## src/rtl/peq_pkg.sv

```systemverilog
// Shared types, constants and helpers for the pointer event queue.
// Used by peq_cell and pointer_event_queue_move_eviction; no dependencies.
package peq_pkg;

	localparam int DEPTH   = 16;
	localparam int CNT_W   = $clog2(DEPTH + 1);
	localparam int COORD_W = 16;
	localparam int STAMP_W = 64;
	localparam int CAP_W   = 5;
	localparam int IDX_W   = 3;

	localparam logic [IDX_W-1:0] REG_ORIGIN_X = 3'd0;
	localparam logic [IDX_W-1:0] REG_ORIGIN_Y = 3'd1;
	localparam logic [IDX_W-1:0] REG_EXTENT_W = 3'd2;
	localparam logic [IDX_W-1:0] REG_EXTENT_H = 3'd3;
	localparam logic [IDX_W-1:0] REG_CAPACITY = 3'd4;

	localparam logic OP_REPORT = 1'b0;
	localparam logic OP_POLL   = 1'b1;

	localparam logic KIND_MOVE  = 1'b0;
	localparam logic KIND_CLICK = 1'b1;

	localparam logic [1:0] BTN_LEFT   = 2'd0;
	localparam logic [1:0] BTN_RIGHT  = 2'd1;
	localparam logic [1:0] BTN_MIDDLE = 2'd2;

	typedef struct packed {
		logic               kind;
		logic [1:0]         button;
		logic [COORD_W-1:0] rel_x;
		logic [COORD_W-1:0] rel_y;
		logic [STAMP_W-1:0] stamp;
	} entry_t;

	typedef struct packed {
		logic live;
		logic shift;
		logic load;
	} cell_ctrl_t;

	typedef enum logic {
		ST_IDLE,
		ST_PUSH
	} state_t;

	function automatic logic [COORD_W-1:0] clamp_rel(input logic [COORD_W-1:0] pos,
		input logic [COORD_W-1:0] origin, input logic [COORD_W-1:0] extent);
		logic signed [COORD_W:0] rel;
		logic [COORD_W-1:0]      res;
		rel = $signed({pos[COORD_W-1], pos}) - $signed({origin[COORD_W-1], origin});
		if (rel[COORD_W]) begin
			res = '0;
		end else if (rel[COORD_W-1:0] > extent) begin
			res = extent;
		end else begin
			res = rel[COORD_W-1:0];
		end
		return res;
	endfunction

endpackage

```

## src/rtl/peq_cell.sv

```systemverilog
// One queue cell: holds a sample, loads a new sample on a load and takes its neighbor's sample on a shift.
// Depends on peq_pkg.
module peq_cell (
	input  logic              clk,
	input  peq_pkg::cell_ctrl_t ctrl,
	input  peq_pkg::entry_t   new_entry,
	input  peq_pkg::entry_t   next_entry,
	input  logic              seen_in,
	output logic              seen_out,
	output peq_pkg::entry_t   cur
);

	peq_pkg::entry_t entry_q;

	always_ff @(posedge clk) begin
		if (ctrl.load) begin
			entry_q <= new_entry;
		end else if (ctrl.shift) begin
			entry_q <= next_entry;
		end
	end

	// The flag carries whether a live move sample sits at or below this cell.
	assign seen_out = seen_in | (ctrl.live & (entry_q.kind == peq_pkg::KIND_MOVE));
	assign cur      = entry_q;

endmodule

```

## src/rtl/pointer_event_queue_move_eviction.sv

```systemverilog
// Pointer event queue with move-first eviction, built as a row of shifting cells.
// A poll's result is registered and appears in the cycle after the request is accepted.
// A report queues 0 to 4 samples in the push state, since the single cell row
// takes one push with its eviction per cycle. One request is in flight at a time.
// Reset clears the fill count, the drop counter and the output valid flag, and loads the
// register defaults; queue cells hold no reset value.
module pointer_event_queue_move_eviction (
	input  logic                          clk,
	input  logic                          arst_n,
	input  logic                          cfg_write,
	input  logic [peq_pkg::IDX_W-1:0]     cfg_index,
	input  logic [peq_pkg::COORD_W-1:0]   cfg_data,
	input  logic                          in_valid,
	output logic                          in_ready,
	input  logic                          op,
	input  logic signed [15:0]            pos_x,
	input  logic signed [15:0]            pos_y,
	input  logic signed [15:0]            delta_x,
	input  logic signed [15:0]            delta_y,
	input  logic                          left_down,
	input  logic                          right_down,
	input  logic                          middle_down,
	input  logic [63:0]                   stamp,
	output logic                          out_valid,
	input  logic                          out_ready,
	output logic                          sample_valid,
	output logic                          sample_kind,
	output logic [1:0]                    button_id,
	output logic [15:0]                   rel_x,
	output logic [15:0]                   rel_y,
	output logic [63:0]                   sample_stamp,
	output logic [63:0]                   drop_total
);

	localparam int DEPTH = peq_pkg::DEPTH;
	localparam int CNT_W = peq_pkg::CNT_W;

	logic [15:0]                origin_x_q;
	logic [15:0]                origin_y_q;
	logic [15:0]                extent_w_q;
	logic [15:0]                extent_h_q;
	logic [peq_pkg::CAP_W-1:0]  capacity_q;

	peq_pkg::state_t            state_q;
	peq_pkg::state_t            state_d;
	logic [CNT_W-1:0]           fill_q;
	logic [63:0]                drop_q;
	logic [3:0]                 mask_q;
	logic [15:0]                rx_q;
	logic [15:0]                ry_q;
	logic [63:0]                stamp_q;

	logic                       out_valid_q;
	logic                       smp_valid_q;
	logic                       smp_kind_q;
	logic [1:0]                 smp_button_q;
	logic [15:0]                smp_rx_q;
	logic [15:0]                smp_ry_q;
	logic [63:0]                smp_stamp_q;
	logic [63:0]                drop_out_q;

	logic                       in_acc;
	logic                       poll_acc;
	logic                       report_acc;
	logic [3:0]                 mask_in;
	logic                       push_now;
	logic                       push_last;
	logic [3:0]                 mask_rest;
	logic                       pop_now;
	logic [CNT_W-1:0]           eff_cap;
	logic                       evict;
	logic [CNT_W-1:0]           fill_after;
	logic [63:0]                drop_next;
	logic                       any_move;
	peq_pkg::entry_t            new_entry;
	logic                       emit_poll;
	logic                       emit_zero;

	peq_pkg::entry_t            cells   [DEPTH];
	peq_pkg::cell_ctrl_t        ctrl    [DEPTH];
	logic [DEPTH:0]             seen;

	assign in_ready   = (state_q == peq_pkg::ST_IDLE) & (~out_valid_q | out_ready);
	assign in_acc     = in_valid & in_ready;
	assign poll_acc   = in_acc & (op == peq_pkg::OP_POLL);
	assign report_acc = in_acc & (op == peq_pkg::OP_REPORT);
	assign mask_in    = {middle_down, right_down, left_down, (delta_x != '0) | (delta_y != '0)};

	assign push_now   = (state_q == peq_pkg::ST_PUSH);
	assign mask_rest  = mask_q & (mask_q - 4'd1);
	assign push_last  = push_now & (mask_rest == '0);
	assign pop_now    = poll_acc & (fill_q != '0);

	always_comb begin
		if (capacity_q == '0) begin
			eff_cap = CNT_W'(1);
		end else if (int'(capacity_q) > DEPTH) begin
			eff_cap = CNT_W'(DEPTH);
		end else begin
			eff_cap = CNT_W'(capacity_q);
		end
	end

	assign evict      = push_now & (fill_q >= eff_cap) & (fill_q != '0);
	assign fill_after = fill_q - CNT_W'(evict);
	assign drop_next  = drop_q + 64'(evict);

	always_comb begin
		new_entry.kind   = mask_q[0] ? peq_pkg::KIND_MOVE : peq_pkg::KIND_CLICK;
		new_entry.rel_x  = rx_q;
		new_entry.rel_y  = ry_q;
		new_entry.stamp  = stamp_q;
		if (mask_q[0] || mask_q[1]) begin
			new_entry.button = peq_pkg::BTN_LEFT;
		end else if (mask_q[2]) begin
			new_entry.button = peq_pkg::BTN_RIGHT;
		end else begin
			new_entry.button = peq_pkg::BTN_MIDDLE;
		end
	end

	assign seen[0]  = 1'b0;
	assign any_move = seen[DEPTH];

	// A click evicts from the oldest move upward; with no move queued, or for a
	// move, every cell shifts so the oldest entry falls out.
	for (genvar i = 0; i < DEPTH; i++) begin : g_cell
		assign ctrl[i].live  = (CNT_W'(i) < fill_q);
		assign ctrl[i].shift = pop_now | (evict & ((new_entry.kind == peq_pkg::KIND_MOVE) |
			~any_move | seen[i+1]));
		assign ctrl[i].load  = push_now & (fill_after == CNT_W'(i));

		peq_cell u_cell (
			.clk        (clk),
			.ctrl       (ctrl[i]),
			.new_entry  (new_entry),
			.next_entry ((i == DEPTH - 1) ? cells[i] : cells[(i + 1) % DEPTH]),
			.seen_in    (seen[i]),
			.seen_out   (seen[i+1]),
			.cur        (cells[i])
		);
	end

	always_comb begin
		state_d = state_q;
		case (state_q)
			peq_pkg::ST_IDLE: begin
				if (report_acc && (mask_in != '0)) begin
					state_d = peq_pkg::ST_PUSH;
				end
			end
			peq_pkg::ST_PUSH: begin
				if (push_last) begin
					state_d = peq_pkg::ST_IDLE;
				end
			end
			default: state_d = peq_pkg::ST_IDLE;
		endcase
	end

	assign emit_poll = pop_now;
	assign emit_zero = (poll_acc & (fill_q == '0)) | (report_acc & (mask_in == '0)) | push_last;

	always_ff @(posedge clk or negedge arst_n) begin
		if (!arst_n) begin
			state_q     <= peq_pkg::ST_IDLE;
			fill_q      <= '0;
			drop_q      <= '0;
			mask_q      <= '0;
			out_valid_q <= 1'b0;
			origin_x_q  <= 16'd0;
			origin_y_q  <= 16'd0;
			extent_w_q  <= 16'd1920;
			extent_h_q  <= 16'd1080;
			capacity_q  <= 5'd16;
		end else begin
			state_q <= state_d;
			drop_q  <= drop_next;
			if (pop_now) begin
				fill_q <= fill_q - CNT_W'(1);
			end else if (push_now) begin
				fill_q <= fill_after + CNT_W'(1);
			end
			if (report_acc) begin
				mask_q <= mask_in;
			end else if (push_now) begin
				mask_q <= mask_rest;
			end
			if (emit_poll || emit_zero) begin
				out_valid_q <= 1'b1;
			end else if (out_ready) begin
				out_valid_q <= 1'b0;
			end
			if (cfg_write) begin
				case (cfg_index)
					peq_pkg::REG_ORIGIN_X: origin_x_q <= cfg_data;
					peq_pkg::REG_ORIGIN_Y: origin_y_q <= cfg_data;
					peq_pkg::REG_EXTENT_W: extent_w_q <= cfg_data;
					peq_pkg::REG_EXTENT_H: extent_h_q <= cfg_data;
					peq_pkg::REG_CAPACITY: capacity_q <= cfg_data[peq_pkg::CAP_W-1:0];
					default: ;
				endcase
			end
		end
	end

	always_ff @(posedge clk) begin
		if (report_acc) begin
			rx_q    <= peq_pkg::clamp_rel(pos_x, origin_x_q, extent_w_q);
			ry_q    <= peq_pkg::clamp_rel(pos_y, origin_y_q, extent_h_q);
			stamp_q <= stamp;
		end
		if (emit_poll) begin
			smp_valid_q  <= 1'b1;
			smp_kind_q   <= cells[0].kind;
			smp_button_q <= cells[0].button;
			smp_rx_q     <= cells[0].rel_x;
			smp_ry_q     <= cells[0].rel_y;
			smp_stamp_q  <= cells[0].stamp;
			drop_out_q   <= drop_q;
		end else if (emit_zero) begin
			smp_valid_q  <= 1'b0;
			smp_kind_q   <= 1'b0;
			smp_button_q <= '0;
			smp_rx_q     <= '0;
			smp_ry_q     <= '0;
			smp_stamp_q  <= '0;
			drop_out_q   <= drop_next;
		end
	end

	assign out_valid    = out_valid_q;
	assign sample_valid = smp_valid_q;
	assign sample_kind  = smp_kind_q;
	assign button_id    = smp_button_q;
	assign rel_x        = smp_rx_q;
	assign rel_y        = smp_ry_q;
	assign sample_stamp = smp_stamp_q;
	assign drop_total   = drop_out_q;

endmodule

```

## config.mk

```make
export PLATFORM = sky130hd
export DESIGN_NAME = pointer_event_queue_move_eviction
export DESIGN_NICKNAME = d
export VERILOG_FILES = /design/src/rtl/peq_pkg.sv /design/src/rtl/peq_cell.sv /design/src/rtl/pointer_event_queue_move_eviction.sv
export SDC_FILE = /design/constraint.sdc
export NUM_CORES = 2
export LEC_CHECK = 0
export ABC_AREA = 1
export BUFFER_PORTS_ARGS = -buffer_cell sky130_fd_sc_hd__buf_2
export CORE_ASPECT_RATIO = 1.2
export CORE_MARGIN = 5
export CORE_UTILIZATION = 38
export DETAILED_ROUTE_END_ITERATION = 8
export GPL_TIMING_DRIVEN = 0
export PLACE_DENSITY_LB_ADDON = 0.08
export SYNTH_ARGS = -nofsm -noshare
export SYNTH_HDL_FRONTEND = slang
export SYNTH_SLANG_ARGS = --single-unit
export TNS_END_PERCENT = 10
```

## constraint.sdc

```tcl
create_clock -name clk -period 10.4 [get_ports clk]
set_clock_uncertainty 0.1 [all_clocks]
set_input_delay 2.08 -clock clk [delete_from_list [all_inputs] [get_ports clk]]
set_output_delay 2.08 -clock clk [all_outputs]
set_load 0.1 [all_outputs]
```

==> metrics.cfg <==
[floorplan]
core_sq_um = 216000
io_pins = 322
die-area_sq_um = 226000
die_h_microns = 519.8
initial_core_util = 0.3811
die_w_microns = 434.9
rows = 187

[grt]
use_met1 = 0.2742
use_met2 = 0.3544
grt_use_met3 = 0.03009
grt_remaining_overflow = 0
grt_max_degree = 93
grt_pass1_wl_microns = 351100
grt_busiest_layer = met2
antenna_found_initial = 7
grt_pass1_vias = 54327
grt_usage = 0.2051

[place]
pre_cts_slack_ns = 3.390
dp.cells = 10300
hpwl_microns = 171000
gp_congestion = 0.8694
io_buffers = 321

[yosys]
ys_seq_elements = 1988
synth.mux.area_fraction = 0
synth_top_area_share = 0.6724
synth.distinct_cells = 56
synthAdderAreaFrac = 0.01280
syn-cell-area_sq_um = 82310
syn_nets = 7356
yosys.area.top_type = edfxtp_1
yosys_warnings = 0
synth-main-ff-cell = edfxtp_1
synth_top_family_by_area = simple AND/OR/NAND/NOR gates
yosys.area_share.xor_xnor = 0.009775
synthTopCellsByCount = nand2_1, edfxtp_1, o21ai_0
synth_compound_area_frac = 0.1055
synth-simple-area-share = 0.1131
avgSynthCellArea_sq_um = 11.56
syn_inst = 7117
yosys-top-cells-area = edfxtp_1, o21ai_0, nand2_1
synth-edff-count = 1843
synth-async-reset-ratio = 0.07243
yosysMostFrequentCell = nand2_1
yosysSeqAreaShare = 0.7166

[sta]
max_slew_margin = 0.1921
setup_slack_ns = 3.995
rsz0062_at_grt = false
max_slew.worst_pin.slew_ns = 1.212
fmax_ghz = 0.1561
finalCritPeriodShare = 0.6159
finalHoldViolCount = 0
setup-violations-final = 0
drv_slew = 0
fin_crit_ns = 6.405

[clock_tree]
htree_num_levels = 4
post_cts_buffers = 0
clk_pin_slew_worst_paths_ns = 0.06
cts-root-buf = clkbuf_16
cts_buffers = 208
cts_hold_buf = 0
numClockSinks = 1988
clk_path_buf_depth = 3
clk_latency_ns = 0.86
cts_tree = done
cts_resized = 0

[setup_path]
path_max_fanout = 11
endpoint_kind = flop
cp.required_ns = 10.84
startpoint_type = flop
worstPathArrival_ns = 6.84
crit_path_cell_trace = nor4_1 > nor2_1 > nor2_1 > ha_1 > inv_1 > nand2_1 > a21oi_1 > o21bai_1 > a21o_1 > a21oi_1 > nor2_1 > buf_2 > ha_1 > ha_1 > inv_1 > o21ai_1 > nor2_2 > nand2_1 > nor2_2 > inv_1 > buf_2 > clkbuf_1 > nand2_1 > o21ai_0
slowest_stage = clkbuf_1
max_stage_delay_ns = 0.68
worstSetupPathType = flop to flop

[layout]
drive_above_1_share = 0.09838
nFillCells = 20253
multi_input_area_sq_um = 19990
ff_latch_area_sq_um = 58980
final_net_count = 7914
area_growth_pct = 15.35
final_util = 0.4396
layout.cells.non_filler = 10690

[power]
p_total_mw = 31.51
power.leakage_nw = 37.28
irDropWorstVdd_uv = 360.4
power_density_nw_per_um2 = 331.9

[route]
postRouteAntennaNets = 0
drt_pass1_iterations = 6
wl_per_cell_microns = 22.02
totalWireLength_microns = 235400
vias = 54022
drc = 0
drt_iter0_drc = 4348
via_per_inst = 5.054

[job]
max_cap_violations = 0

[status]
outcome = completed

[worst_hold_path]
hp-class = flop to flop

==> power by group <==
| group | leakage [nW] | total [mW] | internal [mW] | switching [mW] |
|---|---|---|---|---|
| logic | 14.8 | 9.29 | 2.11 | 7.18 |
| clock network | 3.22 | 7.29 | 4.10 | 3.19 |
| registers | 19.2 | 14.9 | 13.9 | 0.993 |
| total | 37.3 | 31.5 | 20.1 | 11.4 |
==> worst paths after layout <==
check	from	to	slack, ns	cells past startpoint
setup / recovery	capacity_q[3]	g_cell[0].u_cell.cur[15]	4.00	24
hold / removal	sample_valid	sample_valid	0.34	2
setup reg to reg	capacity_q[3]	g_cell[0].u_cell.cur[15]	4.00	24
hold reg to reg	sample_valid	sample_valid	0.34	2
max in group asynchronous	arst_n	extent_w_q[12]	8.14	2
min in group asynchronous	arst_n	drop_q[16]	1.05	1
==> critical path, delay by kind of cell (launching register included) <==
kind,cells,cell delay [ns]
buf+inv,6,2.32
simple gates,9,1.49
compound gates,6,1.00
fa+ha+maj,3,0.67
flops,1,0.47
==> layer usage <==
layer  up-vias  part of all wire
met4         4             0.020
met3       277             0.046
met2      1206              0.49
met5         -           0.00011
li1      25781                 -
met1     26754              0.44
==> cells in the final DEF (no fill, tap or decap), drive strengths merged, types with 5 or more instances in the layout <==
master and n:
nand2 1941, edfxtp 1843, o21ai 1611, clkbuf 671, inv 454, buf 410
nor2 232, dfrtp 135, clkinv 91, xor2 86, ha 81, a21oi 73
nand3 57, nor3 45, nand4 26, nor4 17, bufinv 14, dfstp 9
diode 8, a211oi 6, xnor2 5, a31oi 5, o221ai 5
==> flip-flops by register name (all words and copies together) (netlist names) <==
| name | count |
|---|---|
| g_cell.u_cell.cur | 1584 |
| drop_q | 64 |
| drop_total | 64 |
| sample_stamp | 64 |
| stamp_q | 64 |
| extent_h_q | 16 |
| extent_w_q | 16 |
| origin_x_q | 16 |
| origin_y_q | 16 |
| rel_x | 16 |
| rel_y | 16 |
| rx_q | 16 |
| ry_q | 16 |
| capacity_q | 5 |
| fill_q | 5 |
| mask_q | 4 |
| button_id | 2 |
| out_valid | 1 |
| push_now | 1 |
| sample_kind | 1 |
| sample_valid | 1 |
==> stage by stage <==
stage	instance area [sq um]	hold slack (ns)	TNS, ns
finish	94940	0.3435	0
global route	94920	0.3537	0
CTS	94920	0.3488	0
detailed placement	88330	0.3332	0
global placement	87470	0.3297	-234.49
floorplan	82310	0.3264	0
==> kinds of logic (layout without fill, tap and decap cells) <==
logic type / count (synthesis) / after routing
DFF: 1988 / 1988
xor gates and xnor gates: 91 / 91
and+or+nand+nor: 2325 / 2325
other: 0 / 8
adders and majority gates: 83 / 83
buffers and inverters: 913 / 1643
AOI/OAI and AO/OA: 1717 / 1717
==> layout make-up <==
cell class                      instances  share of cell area
Timing Repair Buffer                  348             0.02462
Sequential cell                      1988              0.6212
Clock inverter                        113             0.01125
Inverter                              449             0.01780
Multi-Input combinational cell       4216              0.2105
Clock buffer                          269             0.05809
Buffer                                464             0.01890
Tap cell                             2835             0.03736
Antenna cell                            8           0.0002109
No activity file was read; power rests on OpenSTA's default activity.
